[src/hdl/hit_interval_extractor_defines.svh]
// assertion macros shared by the hit interval extractor modules
`ifndef HIT_INTERVAL_EXTRACTOR_DEFINES_SVH
`define HIT_INTERVAL_EXTRACTOR_DEFINES_SVH
`ifndef SYNTHESIS
// same-cycle implication, checked on every clock out of reset
`define HIE_ASSERT_IMP(lbl, ante, cons) \
    lbl: assert property (@(posedge aclk) disable iff (!aresetn) (ante) |-> (cons)) \
        else $error("hie assertion failed");
// next-cycle implication, checked on every clock out of reset
`define HIE_ASSERT_NXT(lbl, ante, cons) \
    lbl: assert property (@(posedge aclk) disable iff (!aresetn) (ante) |=> (cons)) \
        else $error("hie assertion failed");
`else
`define HIE_ASSERT_IMP(lbl, ante, cons)
`define HIE_ASSERT_NXT(lbl, ante, cons)
`endif
`endif

[src/hdl/hie_pkg.sv]
// types and constants shared by the hit interval extractor modules
package hie_pkg;

    // fixed field widths
    localparam int CHANNEL_W    = 2;
    localparam int HIT_W        = 32;
    localparam int TRIGGER_W    = 31;
    localparam int INTERVAL_W   = 32;
    localparam int WINDOW_W     = 10;
    localparam int LOST_BIT     = 31;

    // configuration port
    localparam int CFG_INDEX_W  = 4;
    localparam int CFG_DATA_W   = 16;
    localparam logic [CFG_INDEX_W-1:0] CFG_REJECT_LOW  = 4'd0;
    localparam logic [CFG_INDEX_W-1:0] CFG_REJECT_HIGH = 4'd1;
    localparam logic [WINDOW_W-1:0] REJECT_LOW_RESET  = 10'd491;
    localparam logic [WINDOW_W-1:0] REJECT_HIGH_RESET = 10'd511;

    // queue between front and back
    localparam int QUEUE_DEPTH  = 4;

    // one input item
    typedef struct packed {
        logic [CHANNEL_W-1:0]  channel;
        logic [HIT_W-1:0]      hit_time;
        logic [TRIGGER_W-1:0]  trigger_clock;
        logic                  spill_edge;
        logic                  last_in_event;
    } hie_in_t;

    // one result item
    typedef struct packed {
        logic [INTERVAL_W-1:0] interval;
        logic                  backward;
        logic                  last_of_run;
    } hie_out_t;

    // reject window settings
    typedef struct packed {
        logic [WINDOW_W-1:0]   low;
        logic [WINDOW_W-1:0]   high;
    } window_t;

    // classified hit handed from front to back
    typedef struct packed {
        logic [INTERVAL_W-1:0] dt;
        logic                  backward;
        logic                  lost;
    } job_t;

endpackage

[src/hdl/hie_front.sv]
// front part: event framing, fake trigger rejection and interval computation
module hie_front #(
    parameter int CHANNELS  = 4,
    parameter int TIME_BITS = 31
) (
    input  logic             aclk,
    input  logic             aresetn,
    input  logic             s_valid,
    output logic             s_ready,
    input  hie_pkg::hie_in_t s_data,
    input  hie_pkg::window_t window,
    input  logic             q_full,
    output logic             push,
    output hie_pkg::job_t    job
);

    localparam int CW = (CHANNELS > 1) ? $clog2(CHANNELS) : 1;
    localparam int DW =
        ((TIME_BITS > hie_pkg::WINDOW_W) ? TIME_BITS : hie_pkg::WINDOW_W) + 2;
    localparam logic [TIME_BITS-1:0] WRAP_T =
        {{(TIME_BITS-1){1'b0}}, 1'b1} << (TIME_BITS - 2);
    localparam logic signed [DW-1:0] WRAP_D =
        {{(DW-1){1'b0}}, 1'b1} << (TIME_BITS - 2);
    localparam logic signed [DW-1:0] SPAN_D =
        {{(DW-1){1'b0}}, 1'b1} << TIME_BITS;

    logic [TIME_BITS-1:0] last_time_reg [CHANNELS];
    logic [CHANNELS-1:0]  seen_reg, seen_next;
    logic                 open_reg, open_next;
    logic                 muted_reg, muted_next;
    logic                 dropped_reg, dropped_next;

    logic                 accept;
    logic [CW-1:0]        ch_idx;
    logic                 in_range;
    logic                 seen_ch;
    logic                 muted_eff;
    logic                 dropped_eff;
    logic [TIME_BITS-1:0] cur;
    logic [TIME_BITS-1:0] prev;
    logic [TIME_BITS-1:0] clk_m;
    logic signed [DW-1:0] d_raw;
    logic signed [DW-1:0] d_fold;
    logic signed [DW-1:0] lo_d;
    logic signed [DW-1:0] hi_d;
    logic                 in_window;
    logic                 drop;
    logic                 store;
    logic                 emit;
    logic [TIME_BITS-1:0] fwd;
    logic [TIME_BITS-1:0] rev;
    logic                 back;

    // handshake and channel lookup
    assign s_ready  = !q_full;
    assign accept   = s_valid && s_ready;
    assign ch_idx   = CW'(s_data.channel);
    assign in_range = int'(s_data.channel) < CHANNELS;
    assign seen_ch  = in_range && seen_reg[ch_idx];
    assign prev     = last_time_reg[ch_idx];
    assign cur      = s_data.hit_time[TIME_BITS-1:0];
    assign clk_m    = TIME_BITS'(s_data.trigger_clock);

    // a hit that opens an event takes fresh event flags
    assign muted_eff   = open_reg ? muted_reg : !seen_ch;
    assign dropped_eff = open_reg && dropped_reg;

    // trigger-to-hit distance folded by one counter wrap
    assign d_raw = $signed(DW'(clk_m)) - $signed(DW'(cur));

    always_comb begin
        priority if (d_raw > WRAP_D) begin
            d_fold = d_raw - SPAN_D;
        end else if (d_raw < -WRAP_D) begin
            d_fold = d_raw + SPAN_D;
        end else begin
            d_fold = d_raw;
        end
    end

    // reject window check, an inverted window matches nothing
    assign lo_d      = $signed(DW'(window.low));
    assign hi_d      = $signed(DW'(window.high));
    assign in_window = (d_fold >= lo_d) && (d_fold <= hi_d);

    // classify the hit
    assign drop  = in_range && s_data.spill_edge && !dropped_eff && in_window;
    assign store = in_range && !drop;
    assign emit  = store && !muted_eff && seen_ch;

    // interval with wrap, small backward steps flagged
    assign fwd  = cur - prev;
    assign rev  = prev - cur;
    assign back = (cur < prev) && (rev < WRAP_T);

    assign push         = accept && emit;
    assign job.dt       = back ? '1 : 32'(fwd);
    assign job.backward = back;
    assign job.lost     = s_data.hit_time[hie_pkg::LOST_BIT];

    // next state of event and channel flags
    always_comb begin
        seen_next    = seen_reg;
        open_next    = open_reg;
        muted_next   = muted_reg;
        dropped_next = dropped_reg;
        if (accept) begin
            open_next    = !s_data.last_in_event;
            muted_next   = muted_eff;
            dropped_next = dropped_eff || drop;
            if (store) begin
                seen_next[ch_idx] = 1'b1;
            end
        end
    end

    always_ff @(posedge aclk) begin
        if (!aresetn) begin
            seen_reg    <= '0;
            open_reg    <= 1'b0;
            muted_reg   <= 1'b0;
            dropped_reg <= 1'b0;
        end else begin
            seen_reg    <= seen_next;
            open_reg    <= open_next;
            muted_reg   <= muted_next;
            dropped_reg <= dropped_next;
        end
    end

    // last timestamp per channel, only read once the channel has a hit
    always_ff @(posedge aclk) begin
        if (accept && store) begin
            last_time_reg[ch_idx] <= cur;
        end
    end

endmodule

[src/hdl/hie_queue.sv]
// short queue of classified hits between front and back
`include "hit_interval_extractor_defines.svh"
module hie_queue (
    input  logic          aclk,
    input  logic          aresetn,
    input  logic          push,
    input  hie_pkg::job_t push_job,
    output logic          full,
    output logic          q_valid,
    input  logic          pop,
    output hie_pkg::job_t q_job
);

    localparam int DEPTH = hie_pkg::QUEUE_DEPTH;
    localparam int PW    = $clog2(DEPTH);
    localparam int NW    = $clog2(DEPTH + 1);

    hie_pkg::job_t  mem_reg [DEPTH];
    logic [PW-1:0]  wr_ptr_reg, wr_ptr_next;
    logic [PW-1:0]  rd_ptr_reg, rd_ptr_next;
    logic [NW-1:0]  count_reg, count_next;

    assign full    = count_reg == NW'(DEPTH);
    assign q_valid = count_reg != '0;
    assign q_job   = mem_reg[rd_ptr_reg];

    // pointer and fill count update
    always_comb begin
        wr_ptr_next = wr_ptr_reg;
        rd_ptr_next = rd_ptr_reg;
        count_next  = count_reg;
        if (push) begin
            wr_ptr_next = (wr_ptr_reg == PW'(DEPTH - 1)) ? '0 : wr_ptr_reg + 1'b1;
        end
        if (pop) begin
            rd_ptr_next = (rd_ptr_reg == PW'(DEPTH - 1)) ? '0 : rd_ptr_reg + 1'b1;
        end
        unique case ({push, pop})
            2'b10:   count_next = count_reg + 1'b1;
            2'b01:   count_next = count_reg - 1'b1;
            default: count_next = count_reg;
        endcase
    end

    always_ff @(posedge aclk) begin
        if (!aresetn) begin
            wr_ptr_reg <= '0;
            rd_ptr_reg <= '0;
            count_reg  <= '0;
        end else begin
            wr_ptr_reg <= wr_ptr_next;
            rd_ptr_reg <= rd_ptr_next;
            count_reg  <= count_next;
        end
    end

    // storage
    always_ff @(posedge aclk) begin
        if (push) begin
            mem_reg[wr_ptr_reg] <= push_job;
        end
    end

    // checks
    `HIE_ASSERT_IMP(a_no_overflow, push, count_reg < NW'(DEPTH) || pop)
    `HIE_ASSERT_IMP(a_no_underflow, pop, count_reg != '0)
    `HIE_ASSERT_NXT(a_fill_up, push && !pop, count_reg == $past(count_reg) + 1'b1)

endmodule

[src/hdl/hie_back.sv]
// back part: expands each classified hit into one or two result items
`include "hit_interval_extractor_defines.svh"
module hie_back (
    input  logic              aclk,
    input  logic              aresetn,
    input  logic              q_valid,
    output logic              q_ready,
    input  hie_pkg::job_t     q_job,
    output logic              m_valid,
    input  logic              m_ready,
    output hie_pkg::hie_out_t m_data
);

    logic              m_valid_reg, m_valid_next;
    logic              second_reg, second_next;
    hie_pkg::hie_out_t out_reg, out_next;
    logic              load_slot;
    logic              pop;

    // output slot frees when empty or taken this cycle
    assign load_slot = !m_valid_reg || m_ready;
    assign pop       = load_slot && !second_reg && q_valid;
    assign q_ready   = load_slot && !second_reg;
    assign m_valid   = m_valid_reg;
    assign m_data    = out_reg;

    // load first item, second half of a lost-marked hit, or go empty
    always_comb begin
        m_valid_next = m_valid_reg;
        second_next  = second_reg;
        out_next     = out_reg;
        if (load_slot) begin
            priority if (second_reg) begin
                out_next.last_of_run = 1'b1;
                m_valid_next         = 1'b1;
                second_next          = 1'b0;
            end else if (q_valid) begin
                out_next.interval    = q_job.lost ? (q_job.dt >> 1) : q_job.dt;
                out_next.backward    = q_job.backward;
                out_next.last_of_run = !q_job.lost;
                m_valid_next         = 1'b1;
                second_next          = q_job.lost;
            end else begin
                m_valid_next = 1'b0;
            end
        end
    end

    always_ff @(posedge aclk) begin
        if (!aresetn) begin
            m_valid_reg <= 1'b0;
            second_reg  <= 1'b0;
        end else begin
            m_valid_reg <= m_valid_next;
            second_reg  <= second_next;
        end
    end

    always_ff @(posedge aclk) begin
        out_reg <= out_next;
    end

    // checks
    `HIE_ASSERT_IMP(a_first_half_shown, second_reg, m_valid_reg && !out_reg.last_of_run)
    `HIE_ASSERT_NXT(a_halves_match, m_valid_reg && m_ready && second_reg, m_valid_reg && out_reg.last_of_run && out_reg.interval == $past(out_reg.interval))
    `HIE_ASSERT_NXT(a_lost_splits, pop && q_job.lost, second_reg)

endmodule

[src/hdl/hit_interval_extractor.sv]
// top level of the hit interval extractor: configuration registers and part wiring
//
// Takes one hit item per clock while the queue has room and keeps, per
// channel, the last timestamp; each hit yields zero, one or two interval
// items. The front classifies a hit and updates channel and event state in
// the cycle it is accepted, so hits follow back to back at one per cycle
// while the queue is not full. A four-entry queue parts the front from the
// output stage; a result passes through the queue and the output register.
// The output stage delivers one result per cycle while m_ready is high, so
// a hit with the lost marker, which gives two half intervals, keeps it from
// taking a new hit until the second half is out. Configuration writes
// complete in the cycle they are offered.
module hit_interval_extractor #(
    parameter int CHANNELS  = 4,
    parameter int TIME_BITS = 31
) (
    input  logic                             aclk,
    input  logic                             aresetn,
    input  logic                             s_valid,
    output logic                             s_ready,
    input  hie_pkg::hie_in_t                 s_data,
    output logic                             m_valid,
    input  logic                             m_ready,
    output hie_pkg::hie_out_t                m_data,
    input  logic                             cfg_valid,
    output logic                             cfg_ready,
    input  logic [hie_pkg::CFG_INDEX_W-1:0]  cfg_index,
    input  logic [hie_pkg::CFG_DATA_W-1:0]   cfg_data
);

    hie_pkg::window_t window_reg, window_next;
    logic             q_full;
    logic             push;
    hie_pkg::job_t    push_job;
    logic             q_valid;
    logic             q_ready;
    hie_pkg::job_t    q_job;

    // register writes, unknown indexes ignored
    assign cfg_ready = 1'b1;

    always_comb begin
        window_next = window_reg;
        if (cfg_valid && cfg_ready) begin
            unique case (cfg_index)
                hie_pkg::CFG_REJECT_LOW:  window_next.low  = cfg_data[hie_pkg::WINDOW_W-1:0];
                hie_pkg::CFG_REJECT_HIGH: window_next.high = cfg_data[hie_pkg::WINDOW_W-1:0];
                default:                  window_next      = window_reg;
            endcase
        end
    end

    always_ff @(posedge aclk) begin
        if (!aresetn) begin
            window_reg.low  <= hie_pkg::REJECT_LOW_RESET;
            window_reg.high <= hie_pkg::REJECT_HIGH_RESET;
        end else begin
            window_reg <= window_next;
        end
    end

    // front: framing and classification
    hie_front #(
        .CHANNELS  (CHANNELS),
        .TIME_BITS (TIME_BITS)
    ) u_front (
        .aclk    (aclk),
        .aresetn (aresetn),
        .s_valid (s_valid),
        .s_ready (s_ready),
        .s_data  (s_data),
        .window  (window_reg),
        .q_full  (q_full),
        .push    (push),
        .job     (push_job)
    );

    // queue between the parts
    hie_queue u_queue (
        .aclk     (aclk),
        .aresetn  (aresetn),
        .push     (push),
        .push_job (push_job),
        .full     (q_full),
        .q_valid  (q_valid),
        .pop      (q_valid && q_ready),
        .q_job    (q_job)
    );

    // back: result items
    hie_back u_back (
        .aclk    (aclk),
        .aresetn (aresetn),
        .q_valid (q_valid),
        .q_ready (q_ready),
        .q_job   (q_job),
        .m_valid (m_valid),
        .m_ready (m_ready),
        .m_data  (m_data)
    );

endmodule

[config.mk]
export PLATFORM = sky130hd
export DESIGN_NAME = hit_interval_extractor
export DESIGN_NICKNAME = d
export VERILOG_FILES = /design/src/hdl/hie_pkg.sv /design/src/hdl/hie_front.sv /design/src/hdl/hie_queue.sv /design/src/hdl/hie_back.sv /design/src/hdl/hit_interval_extractor.sv
export VERILOG_INCLUDE_DIRS = /design/src /design/src/hdl
export SDC_FILE = /design/constraint.sdc
export NUM_CORES = 1
export LEC_CHECK = 0
export BUFFER_PORTS_ARGS = -buffer_cell sky130_fd_sc_hd__buf_2
export CAP_MARGIN = 20
export CORE_AREA = 2 2 228 230
export DETAILED_ROUTE_END_ITERATION = 10
export DIE_AREA = 0 0 230 232
export GPL_TIMING_DRIVEN = 0
export PLACE_DENSITY = 0.48
export SLEW_MARGIN = 20
export SYNTH_ARGS = -nofsm -noshare
export SYNTH_HDL_FRONTEND = slang
export SYNTH_HIERARCHICAL = 1
export SYNTH_SLANG_ARGS = --single-unit
[constraint.sdc]
create_clock -name aclk -period 12.5 [get_ports aclk]
set_input_delay 0.625 -clock aclk [delete_from_list [all_inputs] [get_ports aclk]]
set_output_delay 0.625 -clock aclk [all_outputs]
set_load 0.05 [all_outputs]
==> impl_summary.md, run 1 <==
Clocking
The number of H-tree branching levels is 2. The buffer cell driving the clock tree root is sky130_fd_sc_hd__clkbuf_16. The number of hold buffers added after CTS was 0.

The number of gates given a new drive strength after cts is 0. The tree built by TritonCTS fans out to 332 sinks. The clock tree from TritonCTS is done.

The worst-skew pair later-pin latency is 0.54 ns. The number of clock buffers inserted by TritonCTS is 38. The clock passes through at most 3 buffers. The clock-pin slew on the worst setup and hold paths is 0.06 ns. The number of post-CTS setup repair buffers is 0.

Critical path
The critical path is of the in -> reg type. The critical path arrival is 6.46 ns. At the worst endpoint, the required time is 12.97 ns. The critical path endpoint category is a flop. For this run, the slowest stage of the critical path takes 0.59 ns. In this run the critical register-to-register path is launched from window_reg[3]$_SDFFE_PN1P_. The worst reg-to-reg setup slack is 7.95 ns. On the critical path the largest part of the delay comes from compound AO/OA/AOI/OAI gates. Traced cell by cell, the critical path runs through buf_2 > inv_1 > ha_1 > o211ai_1 > a21o_1 > a211oi_1 > nand2b_1 > xor2_1 > ha_1 > o2bb2ai_1 > a2111oi_0 > o311ai_0 > nor4_1 > nand4_1 > nor4_1 > o2111ai_1 > o21ai_2 > nor2_1 > inv_1 > ha_1 > fa_1 > xnor2_1 > or3_1 > a21boi_0. The largest driver fanout on the critical path is 7. The largest individual stage delay along the critical path comes from the cell sky130_fd_sc_hd__a211oi_1. The source of the critical timing path is s_data[37].

In this design, the critical path's most frequently occurring cell is sky130_fd_sc_hd__ha_1. The critical path buffer and inverter count is 3. The startpoint type of the worst setup path is a primary input.

Timing
The final period utilization is 0.479. Setup violations remaining at the end of the flow were counted as 0. The final critical path time including I/O delays and setup is 5.99 ns. The count of final max-slew check failures came to 0. Timing would allow up to 0.167 GHz. The setup total negative slack is 0 ns. The number of endpoints with negative hold slack in the final report is 0. The actual slew at the worst max-slew pin is 0.975 ns.

The relative slew slack is 0.348. Setup repair after global routing left no endpoint under its margin. The worst clock skew is 0.0136 ns.

Synth
The synthesized netlist contains 80 unique library cells. The area of the mapped netlist is 17600 sq um. Counting flops with an async set or reset pin after synthesis yields a share of 0. The average footprint of a synthesized cell is 13.4 sq um. After synthesis the netlist holds a flip-flop and latch count of 332. For this run, the leading register cell type out of synthesis is sky130_fd_sc_hd__edfxtp_1. The net count after synthesis is 1524. In this run, synthesis inferred 294 flip-flops with an integrated enable. The total of warnings raised by yosys is 6. Counting every instance in the synthesized netlist gives 1311. The sequential area share after synthesis is 0.545.

Finish
The most common cell after layout, fill and taps aside is sky130_fd_sc_hd__edfxtp_1. Of the cells placed in the final design, the portion with a size suffix greater than 1 is 0.215. Once layout is done, the placed cells without fillers occupy 20400 sq um.

Leaving out fill and tap cells, the most frequent cells in the layout are 294 x sky130_fd_sc_hd__edfxtp_1, 127 x sky130_fd_sc_hd__buf_2, 118 x sky130_fd_sc_hd__ha_1. The area growth from synthesis to layout is 16.0%. The repair_antennas step left the layout with diodes totalling 0. The number of flip-flops in the largest register is 136.

The number of nets in the layout is 1702.

Floorplanning
The area enclosed by the die boundary is 53400 sq um. The core region is 50900 sq um. The starting density of the core is 0.346.

The die outline width is 230 microns. For this design the top-level I/O count stands at 129. Row generation in the floorplan step produced 83 rows. In this run the vertical extent of the chip is 232 microns.

Placement
In this run the cell area measured after placement is 19300 sq um. The HPWL after detailed placement is 31700 microns. The port buffer count is 119. The placer's final routability congestion estimate is 0.835.

Global routing
The number of global-route vias before repair is 11000. The first global-routing pass estimated 64600 microns of wire. Summed over all layers, the global routing overflow is 0. The overall routing resource usage is 0.159. The initial antenna violation count is 2. The pin count of the biggest net entering global routing is 25.

Detailed routing
Detailed routing inserted a total of 10900 vias. In this run, the number of DRC markers left after iteration 0 of detailed routing was 547. In the routed design, unresolved DRC markers number 0. The average wire per cell in the routed design is 19.1 microns.

The per-cell via count in the routed design is 4.99. After detailed routing, the total wire length is 41900 microns. The count of nets left with antenna violations once routing finished came out at 0. The first detailed-routing pass took 5 iterations.

Power and ir drop
The power density over cell area is 172 nW/um^2. The analysis attributes to cell leakage a power of 7.94 nW. The peak ir drop on the vdd network is 73.0 uV.

Run status
The run finished with clean final reports.

Flow run
The number of violations of the max-capacitance limit is 0.

Hold path
The origin of the worst min-delay path is s_data[64]. The class of the most critical hold timing path is in -> reg.
==> path summary, 6_finish.rpt <==
check,to,cells past startpoint
min,u_queue/mem_reg[0][0]$_DFFE_PP_,1
max reg2reg,u_queue/count_reg[2]$_SDFFE_PN0P_,17
min reg2reg,u_front/seen_reg[2]$_SDFFE_PN0N_,2
max,u_queue/count_reg[2]$_SDFFE_PN0P_,24
==> cell usage after synthesis (5+ instances only) <==
library cell                  n  area (sq um)
sky130_fd_sc_hd__a2111oi_0    7          61.3
sky130_fd_sc_hd__a211oi_1     8          60.1
sky130_fd_sc_hd__a21o_1      35           263
sky130_fd_sc_hd__a21oi_1     71           355
sky130_fd_sc_hd__a31oi_1      6          37.5
sky130_fd_sc_hd__and2_1      13          81.3
sky130_fd_sc_hd__and3_1      10          62.6
sky130_fd_sc_hd__buf_1        6          22.5
sky130_fd_sc_hd__buf_2        7          35.0
sky130_fd_sc_hd__buf_4        5          37.5
sky130_fd_sc_hd__buf_6        6          67.6
sky130_fd_sc_hd__clkbuf_1    25          93.8
sky130_fd_sc_hd__dfxtp_1     38           761
sky130_fd_sc_hd__edfxtp_1   294          8830
sky130_fd_sc_hd__ha_1       118          1480
sky130_fd_sc_hd__inv_1      100           375
sky130_fd_sc_hd__mux2_4      29           435
sky130_fd_sc_hd__mux2i_1     19           190
sky130_fd_sc_hd__mux4_2      62          1400
sky130_fd_sc_hd__nand2_1     81           304
sky130_fd_sc_hd__nand2b_1    24           150
sky130_fd_sc_hd__nand3_1     18          90.1
sky130_fd_sc_hd__nand4_1     15          93.8
sky130_fd_sc_hd__nand4b_1     5          43.8
sky130_fd_sc_hd__nor2_1      45           169
sky130_fd_sc_hd__nor2b_1     34           213
sky130_fd_sc_hd__nor3_1      12          60.1
sky130_fd_sc_hd__nor3b_1      9          67.6
sky130_fd_sc_hd__nor4_1       5          31.3
sky130_fd_sc_hd__o211ai_1    15           113
sky130_fd_sc_hd__o21a_1      15           113
sky130_fd_sc_hd__o21ai_0     49           245
sky130_fd_sc_hd__o21ai_1      6          30.0
sky130_fd_sc_hd__or3_1        8          50.1
sky130_fd_sc_hd__xnor2_1     23           201
sky130_fd_sc_hd__xor2_1      17           149
==> layer usage <==
metal,vias to the layer above,track usage,routed length [microns]
met4,0,0.0409,848
met2,199,0.261,19600
met3,57,0.0250,1630
met1,5364,0.218,19900
li1,5311,-,-
met5,-,0,0
==> where the power goes <==
part / switching [mW] / internal [mW]
clock: 0.422 / 0.578
combinational: 0.695 / 0.391
sequential: 0.0296 / 1.40
total: 1.15 / 2.37
==> through the flow <==
| step | worst slack [ns] | instances | power (mW) | util | hold slack [ns] |
|---|---|---|---|---|---|
| final | 6.51 | 2192 | 3.52 | 0.401 | 0.289 |
| after global routing | 6.06 | 2192 | 3.70 | 0.401 | 0.260 |
| after CTS | 6.60 | 2192 | 3.57 | 0.401 | 0.253 |
| after global placement | 3.19 | 2110 | 2.53 | 0.374 | 0.435 |
| after floorplan | 6.21 | 1311 | 2.26 | - | 0.422 |
| after detailed placement | 6.03 | 2129 | 2.55 | 0.379 | 0.442 |
==> cells by family (layout without fill, tap and decap cells) <==
logic type               Yosys count  count (layout)  share of synthesized area
flip-flops                       332             332                      0.545
multiplexers                     116             116                      0.122
AO/OA/AOI/OAI                    255             255                     0.0966
AND/OR/NAND/NOR                  293             293                     0.0880
other                              1               1                   0.000213
adder cells (fa/ha/maj)          121             121                     0.0874
XOR/XNOR                          40              40                     0.0199
buffers and inverters            153             354                     0.0402
==> final cells by class <==
class | instances | area (sq um)
fillers | 4874 | 30500
clock inverters | 8 | 46.3
multi-input cells | 826 | 7320
well taps | 680 | 851
plain buffers | 53 | 333
clock buffers | 55 | 1050
inverters | 100 | 375
flip-flops and latches | 332 | 9590
repair buffers | 138 | 831
Note: power is estimated with default switching activity, not from simulation.
==> inputs of run 2 (changes only) <==
==> constraint.sdc (replaced) <==
create_clock -name aclk -period 6.27 [get_ports aclk]
set_input_delay 0.3135 -clock aclk [delete_from_list [all_inputs] [get_ports aclk]]
set_output_delay 0.3135 -clock aclk [all_outputs]
set_load 0.05 [all_outputs]
==> impl_summary.md, run 2 (synthesis results as in run 1) <==
Run status
The flow ran to the end, and the final reports show no timing, DRC or antenna violations.

Timing
The clock period could shrink to 5.79 ns. The setup-violating endpoint count in the final report was 0 (unchanged). The relative slew slack is 0.327 (-0.0213).

The count of final max-slew check failures is 0 (unchanged). Setup repair after global routing left no endpoint under its margin. The upper clock frequency limit is 0.173 GHz.

The setup slack of the critical path after layout was 0.480 ns (-6.03 ns). The worst clock skew came to 0.0129 ns (-0.000721 ns). The number of endpoints with negative hold slack in the final report is 0 (unchanged).

The final period utilization is 0.923. The actual slew at the worst max-slew pin is 1.01 ns (+0.0319 ns).

Floorplanning
The number of top-level pins is 129 (unchanged). The starting density of the core was 0.346 (unchanged). The area of the core region is 50900 sq um (unchanged). The area enclosed by the die boundary is 53400 sq um (unchanged). The number of rows created at floorplan was 83 (unchanged). The die outline width is 230 microns (unchanged). The die height came to 232 microns (unchanged).

Detailed routing
The average wire per cell in the routed design is 19.1 microns (-0.24%). The per-cell via count in the routed design is 4.98 (-0.21%). The number of nets still failing antenna checks after routing is 0 (unchanged). The total detailed-routing wirelength is 41900 microns (about the same). The DRC violations left is 0 (unchanged). The first-pass iteration count of the detailed router came to 5 (unchanged). The count of routing violations after the opening detailed-route iteration came to 534 (-2.4%).

The overall via count from detail_route was 10900 (+0.018%).

Placement
The port buffer count was 119 (unchanged). The worst setup slack before clock tree synthesis is 0.108 ns (-5.92 ns). The placer's final routability congestion estimate was 0.835 (unchanged). The total placed cells including tap cells is 2129 (unchanged).

The half-perimeter wire length after placement is 31700 microns (unchanged).

Finish
The library cells used most frequently in the layout, excluding fill and tap cells, are 294 x sky130_fd_sc_hd__edfxtp_1, 127 x sky130_fd_sc_hd__buf_2, 118 x sky130_fd_sc_hd__ha_1. The number of standard cells in the layout, taps in and fillers out was 2197 (+0.23%). The number of nets in the layout was 1707 (+0.29%). The post-layout utilization of the core is 0.402 (+0.00148). The area growth from synthesis to layout is 16.4%. The fraction of layout cells with a size suffix above 1 is 0.216 (+0.00127). The diode insertion count for antenna repair was 0 (unchanged). The most common cell after layout, fill and taps aside is sky130_fd_sc_hd__edfxtp_1. The number of flip-flops in the largest register is 136 (unchanged).

Power and ir drop
The power density over cell area is 343 nW/um^2 (+99%). The peak ir drop on the vdd network is 145 uV (+98%). The cell leakage power is 7.96 nW (+0.29%).

Flow run
The number of violations of the max-capacitance limit came to 0 (unchanged).

Critical path
The largest driver fanout on the critical path is 7 (unchanged). The data required time at the worst endpoint is 6.74 ns (-6.23 ns). The startpoint type of the worst setup path is a primary input. The critical path arrival came to 6.26 ns (-0.20 ns). The critical path endpoint category is a flop. The type of the setup path with the least slack is in -> reg.

Global routing
The first-pass GRT wire length is 64700 microns (about the same). The initial antenna violation count is 1 (-1). The number of global-route vias before repair is 11100 (+0.16%). The overflow left after global routing came to 0 (unchanged). The pin count of the biggest net entering global routing came to 25 (unchanged). The overall routing resource usage is 0.159 (about the same).

Hold path
The class of the most critical hold timing path is in -> reg.

Clocking
TritonCTS built the clock tree. The cell sitting at the root of the clock tree is a sky130_fd_sc_hd__clkbuf_16. The number of post-CTS setup repair buffers came to 0 (unchanged). The count of clock tree sinks came to 332 (unchanged).

The number of H-tree branching levels is 2 (unchanged). The buffer depth of the longest clock path came to 3 (unchanged). The clock-pin slew on the worst setup and hold paths is 0.06 ns (about the same). The worst-skew pair later-pin latency is 0.54 ns (about the same). The number of clock buffers inserted by TritonCTS came to 38 (unchanged).
-- run 2: cell count changes in the layout (fill, tap and decap cells not counted), sizes merged --
cell / delta
dlygate4sd3: +5
-- run 2: layer usage --
layer,up-vias,share of wire,global-route usage
li1,5317,-,-
met1,5375,0.48,0.218
met2,187,0.47,0.261
met3,54,0.036,0.0253
met4,0,0.020,0.0409
met5,-,0,0
-- run 2: where the power goes --
part	switching, mW	leakage, nW	internal, mW
Sequential	0.0588	2.99	2.79
Clock	0.841	0.525	1.15
Combinational	1.39	4.45	0.782
Total	2.29	7.96	4.73
-- run 2: repair_timing --
action	CTS	global route
endpoints found under the setup margin	0	19
hold buffers	5	0
gates resized for setup	0	4
hold endpoints to repair	17	0
-- run 2: final timing paths --
path	cells after the start	startpoint	endpoint	slack (ns)
setup / recovery	25	s_data[34]	u_queue/count_reg[2]$_SDFFE_PN0P_	0.48
hold / removal	1	s_data[41]	u_front/last_time_reg[3][8]$_DFFE_PP_	0.03
setup reg to reg	17	window_reg[13]$_SDFFE_PN1P_	u_queue/count_reg[2]$_SDFFE_PN0P_	1.99
hold reg to reg	2	u_front/seen_reg[2]$_SDFFE_PN0N_	u_front/seen_reg[2]$_SDFFE_PN0N_	0.45
-- run 2: critical path, cell delays in order --
cell	delay, ns
sky130_fd_sc_hd__dlygate4sd3_1	0.52
sky130_fd_sc_hd__buf_2	0.15
sky130_fd_sc_hd__inv_1	0.16
sky130_fd_sc_hd__fa_1	0.47
sky130_fd_sc_hd__a21o_1	0.19
sky130_fd_sc_hd__a221o_2	0.41
sky130_fd_sc_hd__a21o_1	0.19
sky130_fd_sc_hd__a21oi_1	0.17
sky130_fd_sc_hd__xnor2_1	0.13
sky130_fd_sc_hd__ha_1	0.31
sky130_fd_sc_hd__nand3_1	0.10
sky130_fd_sc_hd__o32ai_1	0.30
sky130_fd_sc_hd__a21oi_1	0.14
sky130_fd_sc_hd__nor4_1	0.33
sky130_fd_sc_hd__nand4_1	0.15
sky130_fd_sc_hd__nor4_2	0.26
sky130_fd_sc_hd__o2111ai_2	0.30
sky130_fd_sc_hd__o21ai_4	0.34
sky130_fd_sc_hd__nor2_1	0.22
sky130_fd_sc_hd__inv_1	0.13
sky130_fd_sc_hd__ha_1	0.21
sky130_fd_sc_hd__fa_1	0.20
sky130_fd_sc_hd__xnor2_1	0.07
sky130_fd_sc_hd__or3_1	0.30
sky130_fd_sc_hd__a21boi_0	0.17
-- run 2: area by class of cell --
type | instances | area [sq um]
buffer | 53 | 333
multi-input combinational | 826 | 7350
clock inverter | 8 | 46.3
sequential | 332 | 9590
clock buffer | 55 | 1050
fill | 4870 | 30400
timing repair buffer | 143 | 881
tap | 680 | 851
inverter | 100 | 375
-- run 2: stage by stage --
step	setup TNS, ns	total power [mW]	hold slack [ns]	area, sq um
after floorplan	0	4.50	0.412	17600
after global placement	-221.37	5.04	0.435	19000
after detailed placement	0	5.09	0.442	19300
after CTS	0	7.12	0.0000226	20400
after global routing	0	7.38	0.0121	20500
final	0	7.02	0.0292	20500
